## config.mk

```make
export PLATFORM = sky130hd
export DESIGN_NAME = hex_ascii_pose_packet_parser
export DESIGN_NICKNAME = d
export VERILOG_FILES = /design/src/design/happ_pkg.sv /design/src/design/hex_ascii_pose_packet_parser.sv /design/src/design/happ_cfg.sv /design/src/design/happ_framer.sv /design/src/design/happ_decode.sv
export SDC_FILE = /design/constraint.sdc
export NUM_CORES = 1
export LEC_CHECK = 0
export ABC_AREA = 0
export BUFFER_PORTS_ARGS = -buffer_cell sky130_fd_sc_hd__buf_2
export CAP_MARGIN = 20
export CORE_ASPECT_RATIO = 0.8
export CORE_MARGIN = 2
export CORE_UTILIZATION = 32
export CTS_CLUSTER_DIAMETER = 80
export CTS_CLUSTER_SIZE = 12
export DETAILED_ROUTE_END_ITERATION = 12
export GPL_ROUTABILITY_DRIVEN = 0
export GPL_TIMING_DRIVEN = 0
export HOLD_SLACK_MARGIN = 0.12
export PLACE_DENSITY = 0.52
export SLEW_MARGIN = 20
export SYNTH_ARGS = -nofsm -noshare
export SYNTH_HDL_FRONTEND = slang
export SYNTH_SLANG_ARGS = --single-unit
```

## constraint.sdc

```tcl
create_clock -name clk -period 16.2 [get_ports clk]
set_input_delay 4.86 -clock clk [delete_from_list [all_inputs] [get_ports clk]]
set_output_delay 4.86 -clock clk [all_outputs]
set_load 0.1 [all_outputs]
```

## src/design/happ_pkg.sv

```systemverilog
package happ_pkg;

    localparam int STORED_CHARS = 20;
    localparam int CFG_ADDR_W = 3;
    localparam int OUT_TDATA_W = 88;
    localparam int OUT_TUSER_W = 2;

    localparam logic [7:0] DIR_CODE_RESET = 8'd5;

    // Register select bit of paddr (word index).
    localparam logic REG_DIR_CODE = 1'b0;

    localparam logic FUNC_CHAR = 1'b0;
    localparam logic FUNC_TIMEOUT = 1'b1;

    localparam logic END_TIMEOUT = 1'b0;
    localparam logic END_FULL = 1'b1;

    typedef logic [STORED_CHARS-1:0][3:0] nibble_arr_t;

    typedef struct packed {
        logic done;
        logic cause;
    } frame_evt_t;

    typedef struct packed {
        logic [7:0]  revision;
        logic [7:0]  packet_type;
        logic [7:0]  packet_length;
        logic [15:0] heading;
        logic [15:0] x_coord;
        logic [15:0] y_coord;
        logic [7:0]  check_byte;
        logic        is_direction;
        logic        sum_ok;
        logic        pose_ready;
    } fields_t;

    function automatic logic [3:0] hex_nibble(input logic [7:0] c);
        logic [7:0] d;
        begin
            d = 8'h00;
            if (c >= 8'h30 && c <= 8'h39)
            begin
                d = c - 8'h30;
            end
            else if (c >= 8'h41 && c <= 8'h46)
            begin
                d = c - 8'h37;
            end
            else if (c >= 8'h61 && c <= 8'h66)
            begin
                d = c - 8'h57;
            end
            return d[3:0];
        end
    endfunction

endpackage

```

## src/design/hex_ascii_pose_packet_parser.sv

```systemverilog
// Hex-ASCII pose packet parser.
// The slave stream carries one item per received character (tuser = 0, the
// character in tdata[7:0]) or a receive timeout event (tuser = 1). Characters
// fill a frame of two halves of HALF_BUFFER_CHARS each; a frame ends on a
// timeout once the current half holds at least one character, or when the
// second half fills. The first twenty characters are decoded into the packet
// fields, and one item is sent on the master stream for each completed frame.
// The APB port holds the direction type code at address 0 (reset value 5).
// An accepted item is registered, then processed by the framer and field
// decoder when it advances, and a frame's result is written into the output
// register. One item is accepted every cycle while the output is not stalled.
// When the receiver stalls, the output register holds its item; the input
// register then fills and s_tready drops until the output item is taken.
// Reset clears the frame, the sticky ready flag and both stream valid flags.
module hex_ascii_pose_packet_parser #(
    parameter int HALF_BUFFER_CHARS = 512
) (
    input  logic                                 clk,
    input  logic                                 rst_n,
    input  logic                                 s_tvalid,
    output logic                                 s_tready,
    input  logic [7:0]                           s_tdata,  // rx_char
    input  logic [0:0]                           s_tuser,  // func
    output logic                                 m_tvalid,
    input  logic                                 m_tready,
    // revision, packet_type, packet_length, heading, x_coord, y_coord,
    // check_byte, sum_ok, pose_ready, zero fill
    output logic [happ_pkg::OUT_TDATA_W-1:0]     m_tdata,
    output logic [happ_pkg::OUT_TUSER_W-1:0]     m_tuser,  // is_direction, end_cause
    input  logic                                 psel,
    input  logic                                 penable,
    input  logic                                 pwrite,
    input  logic [happ_pkg::CFG_ADDR_W-1:0]      paddr,
    input  logic [31:0]                          pwdata,
    output logic [31:0]                          prdata,
    output logic                                 pready
);

    logic                  in_valid_reg;
    logic                  in_func_reg;
    logic [7:0]            in_char_reg;
    logic                  out_valid_reg;
    happ_pkg::fields_t     out_fields_reg;
    logic                  out_cause_reg;
    logic                  advance;
    logic [7:0]            dir_code;
    happ_pkg::nibble_arr_t nibbles;
    happ_pkg::frame_evt_t  evt;
    happ_pkg::fields_t     fields;

    assign advance = in_valid_reg && (!out_valid_reg || m_tready);
    assign s_tready = !in_valid_reg || advance;

    happ_cfg u_cfg (
        .clk      (clk),
        .rst_n    (rst_n),
        .psel     (psel),
        .penable  (penable),
        .pwrite   (pwrite),
        .paddr    (paddr),
        .pwdata   (pwdata),
        .prdata   (prdata),
        .pready   (pready),
        .dir_code (dir_code)
    );

    happ_framer #(
        .HALF_BUFFER_CHARS (HALF_BUFFER_CHARS)
    ) u_framer (
        .clk     (clk),
        .rst_n   (rst_n),
        .step    (advance),
        .func    (in_func_reg),
        .rx_char (in_char_reg),
        .nibbles (nibbles),
        .evt     (evt)
    );

    happ_decode u_decode (
        .clk      (clk),
        .rst_n    (rst_n),
        .nibbles  (nibbles),
        .dir_code (dir_code),
        .finish   (advance && evt.done),
        .fields   (fields)
    );

    always_ff @(posedge clk or negedge rst_n)
    begin
        if (!rst_n)
        begin
            in_valid_reg <= 1'b0;
        end
        else if (s_tready)
        begin
            in_valid_reg <= s_tvalid;
        end
    end

    always_ff @(posedge clk)
    begin
        if (s_tready && s_tvalid)
        begin
            in_func_reg <= s_tuser[0];
            in_char_reg <= s_tdata;
        end
    end

    always_ff @(posedge clk or negedge rst_n)
    begin
        if (!rst_n)
        begin
            out_valid_reg <= 1'b0;
        end
        else if (advance && evt.done)
        begin
            out_valid_reg <= 1'b1;
        end
        else if (m_tready)
        begin
            out_valid_reg <= 1'b0;
        end
    end

    always_ff @(posedge clk)
    begin
        if (advance && evt.done)
        begin
            out_fields_reg <= fields;
            out_cause_reg <= evt.cause;
        end
    end

    assign m_tvalid = out_valid_reg;
    assign m_tdata = {6'h00,
                      out_fields_reg.pose_ready,
                      out_fields_reg.sum_ok,
                      out_fields_reg.check_byte,
                      out_fields_reg.y_coord,
                      out_fields_reg.x_coord,
                      out_fields_reg.heading,
                      out_fields_reg.packet_length,
                      out_fields_reg.packet_type,
                      out_fields_reg.revision};
    assign m_tuser = {out_cause_reg, out_fields_reg.is_direction};

endmodule

```

## src/design/happ_cfg.sv

```systemverilog
module happ_cfg (
    input  logic                            clk,
    input  logic                            rst_n,
    input  logic                            psel,
    input  logic                            penable,
    input  logic                            pwrite,
    input  logic [happ_pkg::CFG_ADDR_W-1:0] paddr,
    input  logic [31:0]                     pwdata,
    output logic [31:0]                     prdata,
    output logic                            pready,
    output logic [7:0]                      dir_code
);

    logic [7:0] dir_code_reg;
    logic       wr_en;

    assign pready = 1'b1;
    assign wr_en = psel && penable && pwrite && (paddr[2] == happ_pkg::REG_DIR_CODE);

    always_ff @(posedge clk or negedge rst_n)
    begin
        if (!rst_n)
        begin
            dir_code_reg <= happ_pkg::DIR_CODE_RESET;
        end
        else if (wr_en)
        begin
            dir_code_reg <= pwdata[7:0];
        end
    end

    always_comb
    begin
        prdata = 32'h0;
        if (paddr[2] == happ_pkg::REG_DIR_CODE)
        begin
            prdata = {24'h0, dir_code_reg};
        end
    end

    assign dir_code = dir_code_reg;

endmodule

```

## src/design/happ_framer.sv

```systemverilog
module happ_framer #(
    parameter int HALF_BUFFER_CHARS = 512
) (
    input  logic                  clk,
    input  logic                  rst_n,
    input  logic                  step,
    input  logic                  func,
    input  logic [7:0]            rx_char,
    output happ_pkg::nibble_arr_t nibbles,
    output happ_pkg::frame_evt_t  evt
);

    localparam int CW = $clog2(HALF_BUFFER_CHARS);
    localparam logic [CW-1:0] LAST_POS = CW'(HALF_BUFFER_CHARS - 1);
    localparam logic [CW-1:0] STORE_LIMIT = CW'(happ_pkg::STORED_CHARS);

    happ_pkg::nibble_arr_t nib_reg, nib_next;
    logic [CW-1:0]         pos_reg, pos_next;
    logic                  upper_reg, upper_next;

    always_comb
    begin
        nib_next = nib_reg;
        pos_next = pos_reg;
        upper_next = upper_reg;
        evt.done = 1'b0;
        evt.cause = happ_pkg::END_TIMEOUT;
        if (func == happ_pkg::FUNC_TIMEOUT)
        begin
            if (pos_reg != '0)
            begin
                evt.done = 1'b1;
                evt.cause = happ_pkg::END_TIMEOUT;
            end
            if (pos_reg != '0 || upper_reg)
            begin
                nib_next = '0;
                pos_next = '0;
                upper_next = 1'b0;
            end
        end
        else
        begin
            if (!upper_reg && pos_reg < STORE_LIMIT)
            begin
                nib_next[pos_reg[4:0]] = happ_pkg::hex_nibble(rx_char);
            end
            if (pos_reg == LAST_POS)
            begin
                pos_next = '0;
                if (!upper_reg)
                begin
                    upper_next = 1'b1;
                end
                else
                begin
                    evt.done = 1'b1;
                    evt.cause = happ_pkg::END_FULL;
                    nib_next = '0;
                    upper_next = 1'b0;
                end
            end
            else
            begin
                pos_next = pos_reg + 1'b1;
            end
        end
    end

    always_ff @(posedge clk or negedge rst_n)
    begin
        if (!rst_n)
        begin
            nib_reg <= '0;
            pos_reg <= '0;
            upper_reg <= 1'b0;
        end
        else if (step)
        begin
            nib_reg <= nib_next;
            pos_reg <= pos_next;
            upper_reg <= upper_next;
        end
    end

    assign nibbles = nib_reg;

endmodule

```

## src/design/happ_decode.sv

```systemverilog
module happ_decode (
    input  logic                  clk,
    input  logic                  rst_n,
    input  happ_pkg::nibble_arr_t nibbles,
    input  logic [7:0]            dir_code,
    input  logic                  finish,
    output happ_pkg::fields_t     fields
);

    logic       ready_reg;
    logic [7:0] rev, typ, len, chk, sum;
    logic       isdir, ok;
    logic [15:0] hd, xc, yc;

    assign rev = {nibbles[0], nibbles[1]};
    assign typ = {nibbles[2], nibbles[3]};
    assign len = {nibbles[4], nibbles[5]};
    assign chk = {nibbles[18], nibbles[19]};
    assign isdir = (typ == dir_code);

    assign hd = isdir ? {nibbles[6], nibbles[7], nibbles[8], nibbles[9]} : 16'h0;
    assign xc = isdir ? {nibbles[10], nibbles[11], nibbles[12], nibbles[13]} : 16'h0;
    assign yc = isdir ? {nibbles[14], nibbles[15], nibbles[16], nibbles[17]} : 16'h0;

    assign sum = rev + typ + len + hd[7:0] + xc[7:0] + yc[7:0] + chk;
    assign ok = isdir && (sum == 8'h00);

    // The ready flag is sticky and only direction packets rewrite it.
    always_ff @(posedge clk or negedge rst_n)
    begin
        if (!rst_n)
        begin
            ready_reg <= 1'b0;
        end
        else if (finish && isdir)
        begin
            ready_reg <= ok;
        end
    end

    always_comb
    begin
        fields.revision = rev;
        fields.packet_type = typ;
        fields.packet_length = len;
        fields.heading = hd;
        fields.x_coord = xc;
        fields.y_coord = yc;
        fields.check_byte = chk;
        fields.is_direction = isdir;
        fields.sum_ok = ok;
        fields.pose_ready = isdir ? ok : ready_reg;
    end

endmodule
```

==> results of run 1 <==
-- cells in the mapped netlist (all sizes together) (5+ instances only) --
cell type | instances | area share
ha | 17 | 0.022
nand4 | 5 | 0.0033
nor4 | 16 | 0.031
dfrtp | 99 | 0.26
o21ai | 15 | 0.0079
inv | 47 | 0.019
and2 | 48 | 0.032
o31ai | 7 | 0.0055
and3 | 6 | 0.0040
a21oi | 26 | 0.014
mux2 | 8 | 0.0095
nand3 | 24 | 0.013
edfxtp | 93 | 0.29
nor3 | 9 | 0.0074
nand2b | 27 | 0.018
xnor2 | 17 | 0.016
clkbuf | 21 | 0.0083
buf | 42 | 0.033
fa | 32 | 0.068
a211oi | 61 | 0.050
nor2 | 77 | 0.031
nor2b | 8 | 0.0053
nand2 | 13 | 0.0052
-- cell type report --
cell class | instances | area (um2)
clock buffers | 17 | 425
plain buffers | 63 | 394
multi-input cells | 483 | 3690
clock inverters | 15 | 125
well taps | 377 | 472
flip-flops and latches | 194 | 5320
fillers | 2838 | 18000
repair buffers | 120 | 652
inverters | 47 | 179
-- through the flow --
step / hold WS, ns / power (mW)
finish: 0.497 / 1.60
global route: 0.529 / 1.68
CTS: 0.500 / 1.62
detailed placement: 0.482 / 1.21
global placement: 0.483 / 1.20
floorplan: 0.458 / 1.10
-- report_power, final --
| part | switching [mW] | leakage, nW | internal (mW) |
|---|---|---|---|
| sequential | 0.0366 | 2.27 | 0.580 |
| clock | 0.204 | 0.269 | 0.201 |
| combinational | 0.440 | 2.11 | 0.134 |
| total | 0.680 | 4.64 | 0.916 |
-- worst max-delay path by stage --
stage | to | slack, ns | depth (start not counted)
detailed placement | prdata[2] | 5.77 | 3
global route | prdata[5] | 5.70 | 3
CTS | prdata[2] | 5.77 | 3
global placement | prdata[6] | 5.79 | 3
finish | prdata[2] | 5.78 | 3
floorplan | prdata[0] | 5.14 | 1
-- critical path, cell delays in order --
cell	delay [ns]
buf_2	0.15
nor2b_1	0.12
buf_2	0.43
-- metal layers --
metal / global-route usage / routed length [um] / vias up
met4: 0.0335 / 148 / 0
met3: 0.0296 / 886 / 11
met5: 0 / 0 / -
li1: - / - / 2930
met1: 0.213 / 10600 / 2906
met2: 0.238 / 10500 / 112
-- logic make-up (layout without fill, tap and decap cells) --
group	count (synthesis)	in the layout	share of synthesized area
AO/OA/AOI/OAI	123	123	0.0890
AND/OR/NAND/NOR	251	251	0.166
other	2	31	0.000793
buffers and inverters	110	262	0.0602
multiplexers	8	8	0.00951
XOR/XNOR	21	21	0.0223
flip-flops	194	194	0.562
adder cells (fa/ha/maj)	49	49	0.0901
-- cells in the final DEF, fill, tap and decap left out, types with 7 or more instances in the layout --
master     instances
nor4_4            11
nand2_1           13
buf_2            123
nor2b_1            8
xnor2_1           17
mux2_2             8
a211oi_1          57
nor2_1            77
a21oi_1           26
o21ai_0           15
inv_1             46
nand3_1           23
clkbuf_16         17
dfrtp_1           99
ha_1              17
conb_1            31
o31ai_1            7
fa_1              32
buf_4             32
clkbuf_1          21
nand2b_1          27
and2_1            48
edfxtp_1          93
==> run metrics, run 1 <==
die footprint=~31000 um2; Final ANT Viol Nets=0; WL final=22100 um; Fmax=0.0960 GHz; initial antenna violation count=0; pin count of the biggest net entering global routing=63; Syn Inst Count=758; Worst-Skew Late Latency=0.44 ns; R2R depth=20; Cells after DPL=roughly 1300; sequential fraction of the synthesis area=0.562; data arrival time of the critical path=5.56 ns; outcome=completed; Worst Tran Pin Value=0.936 ns; Via density=4.53; pre-CTS worst setup slack=5.77 ns; Layout Nets=1026; DR iter-0 viols=between 300 and 400; DP HPWL=16200 um; vias in the first global route=5869; Seq cells post-synth=194; Initial Util=0.324; Hold Buf Count CTS=0; first-pass GRT wire length=34700 um; ys async rst share=0.521; Min-Delay Endpoint=u_decode.ready_reg; # resized after CTS=0; crit path from=paddr[2]; post-route insts no fill=between 1000 and 1500; min cycle time layout=between 10 and 15 ns; Slew headroom=0.371; maximum clock insertion buffer count=2; Synth Area per Inst=12.5 um2; TritonCTS clock tree=yes; Worst Path Required=11.34 ns; clock sinks=194; routed wire length per instance=16.8 um; RSZ-0062 raised after global routing=false; DRC=0; postcts setup bufs=0; Final Instance Area=11300 um2; drt first pass iters=6; Setup-failing EPs final=0; worst reg-to-reg setup slack=about 9.8 ns; pwr/cell area=142 nW/um2; Core Footprint=29200 um2; TritonCTS Buffers=17; post-synthesis cell area=9470 um2; kind of end point of the critical path=primary output; Area Overhead vs Synth=18.9%; Die Wd=196 um; vias=a little under 6000; Max IR drop VDD=about 0.000075 V; Slew Viols, Final=0; Cell variety after synth=54; Final period util=0.643; max reg flops=82; row count=56; # IOs=176; Post-synth EDFFs=93; Hold Crit Depth=2; PortBufs=roughly 120; DIE HEIGHT=158 um; grt ovf=0; worst hold path class=reg -> reg; clock slew at reported path FFs=0.07 ns; Fin Setup TNS=0 ns; post-route setup slack=around 5.8 ns; placed cell area=10700 um2; share of layout cells above drive strength 1=0.252; clk_skew=0.0168 ns; YS warnings=0; r2r startpoint=u_cfg.dir_code[2]; # diodes=0; Startpoint Class=input port; Max Cap Viol=0; worst reg2reg path endpoint=m_tdata[81]; CTS root buffer=clkbuf_16; Top FF cell, synth=dfrtp_1; Final Util=0.385; Total Routing Usage GR=0.150; count of final hold-check violations=0; H-tree lvl count=4; min-delay src=u_decode.ready_reg; leakage power=4.64 nW; Setup CP Type=in -> out; worst-path fanout max=9
No activity file was read; power rests on OpenSTA's default activity.
==> run 2: changes to the inputs <==
--- a/config.mk
+++ b/config.mk
@@ -17,7 +17,7 @@
 export GPL_ROUTABILITY_DRIVEN = 0
 export GPL_TIMING_DRIVEN = 0
 export HOLD_SLACK_MARGIN = 0.12
-export PLACE_DENSITY = 0.52
+export PLACE_DENSITY = 0.54
 export SLEW_MARGIN = 20
 export SYNTH_ARGS = -nofsm -noshare
 export SYNTH_HDL_FRONTEND = slang
==> constraint.sdc (replaced) <==
create_clock -name clk -period 8.53 [get_ports clk]
set_input_delay 2.559 -clock clk [delete_from_list [all_inputs] [get_ports clk]]
set_output_delay 2.559 -clock clk [all_outputs]
set_load 0.1 [all_outputs]
==> run metrics, run 2 (same netlist as run 1, synthesis figures left out) <==
most common cell after layout, fill and taps aside=buf_2; Area Overhead vs Synth=19.1%; RSZ-0062 raised after global routing=false; Die Wd=196 um (unchanged); Slew Viols, Final=0 (unchanged); worst reg-to-reg setup slack=2.07 ns (-7.70 ns); Seq pwr share=0.383 (-0.004); max reg flops=82 (unchanged); H-tree lvl count=4 (unchanged); clock slew at reported path FFs=0.07 ns (about the same); Sw Ratio=0.422 (-0.00415); worst hold path class=reg -> reg; Max IR drop VDD=0.000147 V (+95%); Final period util=0.757; Setup CP Type=reg -> reg; clk_skew=0.0190 ns (+0.00216 ns); clock share of power=0.261 (+0.007); NetSw=1.29 mW (+90%); Max Cap Viol=0 (unchanged); outcome=completed; DR iter-0 viols=415 (+33%); # diodes=0 (unchanged); DIE HEIGHT=158 um (unchanged); Fin Setup TNS=0 ns (unchanged); Core Footprint=29200 um2 (unchanged); Initial Util=0.324 (unchanged); Setup-failing EPs final=0 (unchanged); Final Instance Area=11300 um2 (+0.22%); TritonCTS Buffers=17 (unchanged); maximum clock insertion buffer count=2 (unchanged); final total power=3.06 mW (+92%); # resized after CTS=0 (unchanged); DP HPWL=16000 um (-0.84%); TritonCTS clock tree=yes; Startpoint Class=flop; Final Util=0.386 (+0.000857); clock sinks=194 (unchanged); CTS root buffer=clkbuf_16; pin count of the biggest net entering global routing=66 (+4.8%); Via density=4.55 (+0.50%); Hold Buf Count CTS=0 (unchanged); first-pass GRT wire length=34200 um (-1.4%); worst-path fanout max=10 (+1); Logic pwr share=0.356 (-0.004); drt first pass iters=5 (-1); grt ovf=0 (unchanged); WL final=22000 um (-0.83%); post-route setup slack=2.07 ns (-3.71 ns); Final ANT Viol Nets=0 (unchanged); # IOs=176 (unchanged); kind of end point of the critical path=flop; share of layout cells above drive strength 1=0.251 (-0.00106); commonest cells after routing, fill and taps aside=buf_2, dfrtp_1, edfxtp_1, nor2_1, a211oi_1; placed cell area=10700 um2 (unchanged); Total Routing Usage GR=0.148 (-0.00196); Slew headroom=0.370 (-0.000699); leakage power=4.65 nW (+0.16%); data arrival time of the critical path=6.69 ns (+1.13 ns); routed wire length per instance=16.7 um (-0.83%); vias=5989 (+0.50%); die footprint=31000 um2 (unchanged); DRC=0 (unchanged); PortBufs=118 (unchanged); count of final hold-check violations=0 (unchanged); P_int=1.77 mW (+93%); pre-CTS worst setup slack=2.08 ns (-3.69 ns); pwr/cell area=271 nW/um2 (+92%); Worst-Skew Late Latency=0.44 ns (about the same); Fmax=0.155 GHz; min cycle time layout=roughly 6.5 ns; Layout Nets=1026 (unchanged); Worst Tran Pin Value=0.937 ns (+0.00104 ns); vias in the first global route=5771 (-1.7%); Worst Path Required=8.77 ns (-2.57 ns); row count=56 (unchanged); initial antenna violation count=0 (unchanged); postcts setup bufs=0 (unchanged)
-- run 2: power groups by stage --
stage / sequential, mW / combinational [mW] / clock [mW]
2_1_floorplan: 1.53 / 0.552 / 0
3_3_place_gp: 1.20 / 1.08 / 0
3_5_place_dp: 1.20 / 1.10 / 0
4_1_cts: 1.18 / 1.10 / 0.826
5_1_grt: 1.19 / 1.18 / 0.865
6_report: 1.17 / 1.09 / 0.801
-- run 2: layer usage --
metal	part of all wire	global-route usage	vias to the layer above
met1	0.50	0.215	2927
met4	0.0064	0.0321	0
met2	0.46	0.227	116
met3	0.035	0.0322	7
met5	0	0	-
li1	-	-	2939
-- run 2: metrics by stage --
step                cells  hold WS [ns]
floorplan             787         0.458
global placement     1282         0.484
detailed placement   1284         0.483
CTS                  1316         0.503
global route         1316         0.525
finish               1316         0.501
-- run 2: area by class of cell --
type	count	area [um2]
Buffer	63	394
Clock buffer	18	429
Clock inverter	14	146
Fill cell	2823	17900
Inverter	47	179
Multi-Input combinational cell	483	3690
Sequential cell	194	5320
Tap cell	377	472
Timing Repair Buffer	120	652
-- run 2: critical path, stage by stage, from the launching register on --
cell and delay, ns:
dfrtp_1 0.47, xnor2_1 0.23, nand4_1 0.30, nor2_1 0.37
clkbuf_1 0.44, clkbuf_1 0.42, and2_1 0.29, fa_1 0.44
inv_1 0.08, fa_1 0.44, fa_1 0.55, inv_1 0.04
ha_1 0.26, ha_1 0.17, inv_1 0.06, fa_1 0.40
xnor2_1 0.14, nor4b_1 0.37, nor4b_1 0.32, nand4b_1 0.17
o21ai_0 0.30
-- run 2: worst paths after layout --
| kind | startpoint | end | cells past startpoint |
|---|---|---|---|
| max | u_framer.nibbles[14] | m_tdata[81] | 20 |
| min | u_decode.ready_reg | u_decode.ready_reg | 2 |
| max reg2reg | u_framer.nibbles[14] | m_tdata[81] | 20 |
| min reg2reg | u_decode.ready_reg | u_decode.ready_reg | 2 |
| max in group asynchronous | rst_n | u_cfg.dir_code[0] | 2 |
| min in group asynchronous | rst_n | u_framer.pos_reg[8] | 1 |
==> run 3: changes to the inputs <==
--- a/config.mk
+++ b/config.mk
@@ -17,7 +17,7 @@
 export GPL_ROUTABILITY_DRIVEN = 0
 export GPL_TIMING_DRIVEN = 0
 export HOLD_SLACK_MARGIN = 0.12
-export PLACE_DENSITY = 0.54
+export PLACE_DENSITY = 0.52
 export SLEW_MARGIN = 20
 export SYNTH_ARGS = -nofsm -noshare
 export SYNTH_HDL_FRONTEND = slang
==> constraint.sdc (replaced) <==
create_clock -name clk -period 6.54 [get_ports clk]
set_input_delay 1.962 -clock clk [delete_from_list [all_inputs] [get_ports clk]]
set_output_delay 1.962 -clock clk [all_outputs]
set_load 0.1 [all_outputs]
==> run metrics, run 3 (same netlist as run 1, synthesis figures left out) <==
Worst-Skew Late Latency=0.44 ns (about the same); Worst Tran Pin Value=0.940 ns (+0.00291 ns); Slew Viols, Final=0 (unchanged); DP HPWL=16200 um (+0.85%); # IOs=176 (unchanged); commonest cells after routing, fill and taps aside=buf_2, dfrtp_1, edfxtp_1, nor2_1, a211oi_1; post-route setup slack=0.590 ns (-1.48 ns); NetSw=1.69 mW (+30%); Crit path max-delay family=adder cells; Sw Ratio=0.426 (+0.00434); clock share of power=0.254 (-0.007); row count=56 (unchanged); GRT busiest layer=met2; Startpoint Class=flop; Hold Buf Count CTS=0 (unchanged); first-pass GRT wire length=34700 um (+1.4%); met1 usage=0.213 (-0.00170); Core Footprint=29200 um2 (unchanged); Final Util=0.385 (-0.000771); kind of end point of the critical path=flop; Worst path most repeated cell=fa_1; Seq pwr share=0.387 (+0.004); grt ovf=0 (unchanged); Logic pwr share=0.360 (+0.004); drt first pass iters=5 (unchanged); WL final=22200 um (+1.2%); Layout Nets=1025 (-0.097%); Slew headroom=0.368 (-0.00196); Setup-failing EPs final=0 (unchanged); routing usage on met2=0.238 (+0.0105); Setup CP Type=reg -> reg; fillcell total=2835 (+0.43%); pre-CTS worst setup slack=0.0220 ns (-2.06 ns); pwr/cell area=351 nW/um2 (+29%); RSZ-0062 raised after global routing=false; worst-path fanout max=10 (unchanged); worst hold path class=reg -> reg; data arrival time of the critical path=6.19 ns (-0.50 ns); Fmax=0.168 GHz (+8.5%); vias in the first global route=5869 (+1.7%); H-tree lvl count=4 (unchanged); Die Wd=196 um (unchanged); vias=5991 (+0.033%); PortBufs=118 (unchanged); P_int=2.27 mW (+28%); share of layout cells above drive strength 1=0.257 (+0.00560); routed wire length per instance=16.9 um (+1.3%); Max stage delay on crit path=0.55 ns (about the same); clk_skew=0.0163 ns (-0.00270 ns); DIE HEIGHT=158 um (unchanged); TritonCTS Buffers=17 (unchanged); placed cell area=10700 um2 (unchanged); Total Routing Usage GR=0.150 (+0.00196); Fin Setup TNS=0 ns (unchanged); outcome=completed; Final period util=0.910 (+0.153); CP Buf/Inv Count=4 (-1); Cell Chain, Critical Path=xnor2_1 -> nand4_1 -> nor2_2 -> clkbuf_2 -> and2_1 -> fa_1 -> inv_1 -> fa_1 -> fa_1 -> inv_1 -> fa_1 -> inv_1 -> fa_1 -> xnor2_1 -> nor4b_1 -> nor4b_1 -> nand4b_1 -> o21ai_0; DRC=0 (unchanged); leakage power=4.65 nW (about the same); maximum clock insertion buffer count=2 (unchanged); Max IR drop VDD=0.000186 V (+26%); slowest CP cell=dfstp_2; clock slew at reported path FFs=0.07 ns (about the same); TritonCTS clock tree=yes; routing usage on met3=0.0296 (-0.00256); DR iter-0 viols=306 (-26%); Final ANT Viol Nets=0 (unchanged); clock sinks=194 (unchanged); # diodes=0 (unchanged); max reg flops=82 (unchanged); min cycle time layout=5.95 ns (-0.507 ns); CTS root buffer=clkbuf_16; pin count of the biggest net entering global routing=63 (-4.5%); Max Cap Viol=0 (unchanged); Initial Util=0.324 (unchanged); Area Overhead vs Synth=18.9%; Final Instance Area=11300 um2 (-0.20%); Worst Path Required=6.78 ns (-1.99 ns); initial antenna violation count=0 (unchanged); count of final hold-check violations=0 (unchanged); final total power=3.95 mW (+29%); most common cell after layout, fill and taps aside=buf_2; die footprint=31000 um2 (unchanged); Via density=4.56 (+0.11%)
run 3: cell types whose count changed in the layout (fill, tap and decap cells not counted), sizes merged:
cell | previous run | this run
clkbuf | 39 | 37
bufinv | 1 | 0
clkinv | 5 | 6
inv | 53 | 54
run 3: final timing paths:
path                               startpoint                   to  slack [ns]  depth (start not counted)
hold reg to reg            u_decode.ready_reg   u_decode.ready_reg        0.50                          2
setup / recovery            u_cfg.dir_code[2]          m_tdata[81]        0.59                         18
max in group asynchronous               rst_n    u_cfg.dir_code[0]        4.41                          2
hold / removal             u_decode.ready_reg   u_decode.ready_reg        0.50                          2
setup reg to reg            u_cfg.dir_code[2]          m_tdata[81]        0.59                         18
min in group asynchronous               rst_n  u_framer.pos_reg[8]        1.44                          1
run 3: timing repair:
| item | CTS | global route |
|---|---|---|
| resized for setup | 1 | 5 |
| buffers inserted | 0 | 0 |
| endpoints found under the setup margin | 1 | 3 |
run 3: metal layers:
layer  wire, um  vias to the layer above
li1           -                     2925
met1      10700                     2919
met2      10400                      132
met3        930                       15
met4        172                        0
met5          0                        -
run 3: worst register-to-register path, delay by kind of cell, from the launching register on:
family	cells	cell delay (ns)
fa+ha+maj	5	2.39
simple gates	6	1.75
flops	1	0.55
buf+inv	4	0.51
xor+xnor	2	0.27
compound gates	1	0.27
run 3: area by class of cell:
type,instances,area [um2],area share
Inverter,47,179,0.0159
Clock buffer,17,425,0.0378
Timing Repair Buffer,120,652,0.0579
Multi-Input combinational cell,483,3690,0.328
Buffer,62,394,0.0350
Clock inverter,15,125,0.0111
Tap cell,377,472,0.0419
Sequential cell,194,5320,0.473
run 3: power groups by stage:
stage               sequential [mW]  combinational, mW  clock, mW
global route                   1.55               1.54       1.08
detailed placement             1.56               1.43          0
global placement               1.57               1.41          0
floorplan                      1.99              0.720          0
finish                         1.53               1.42       1.00
CTS                            1.53               1.44       1.03
run 3: metrics by stage:
| step | hold WS, ns | cells |
|---|---|---|
| 5_1_grt | 0.529 | 1315 |
| 6_report | 0.498 | 1315 |
| 3_5_place_dp | 0.482 | 1284 |
| 4_1_cts | 0.500 | 1316 |
| 2_1_floorplan | 0.458 | 787 |
| 3_3_place_gp | 0.483 | 1282 |
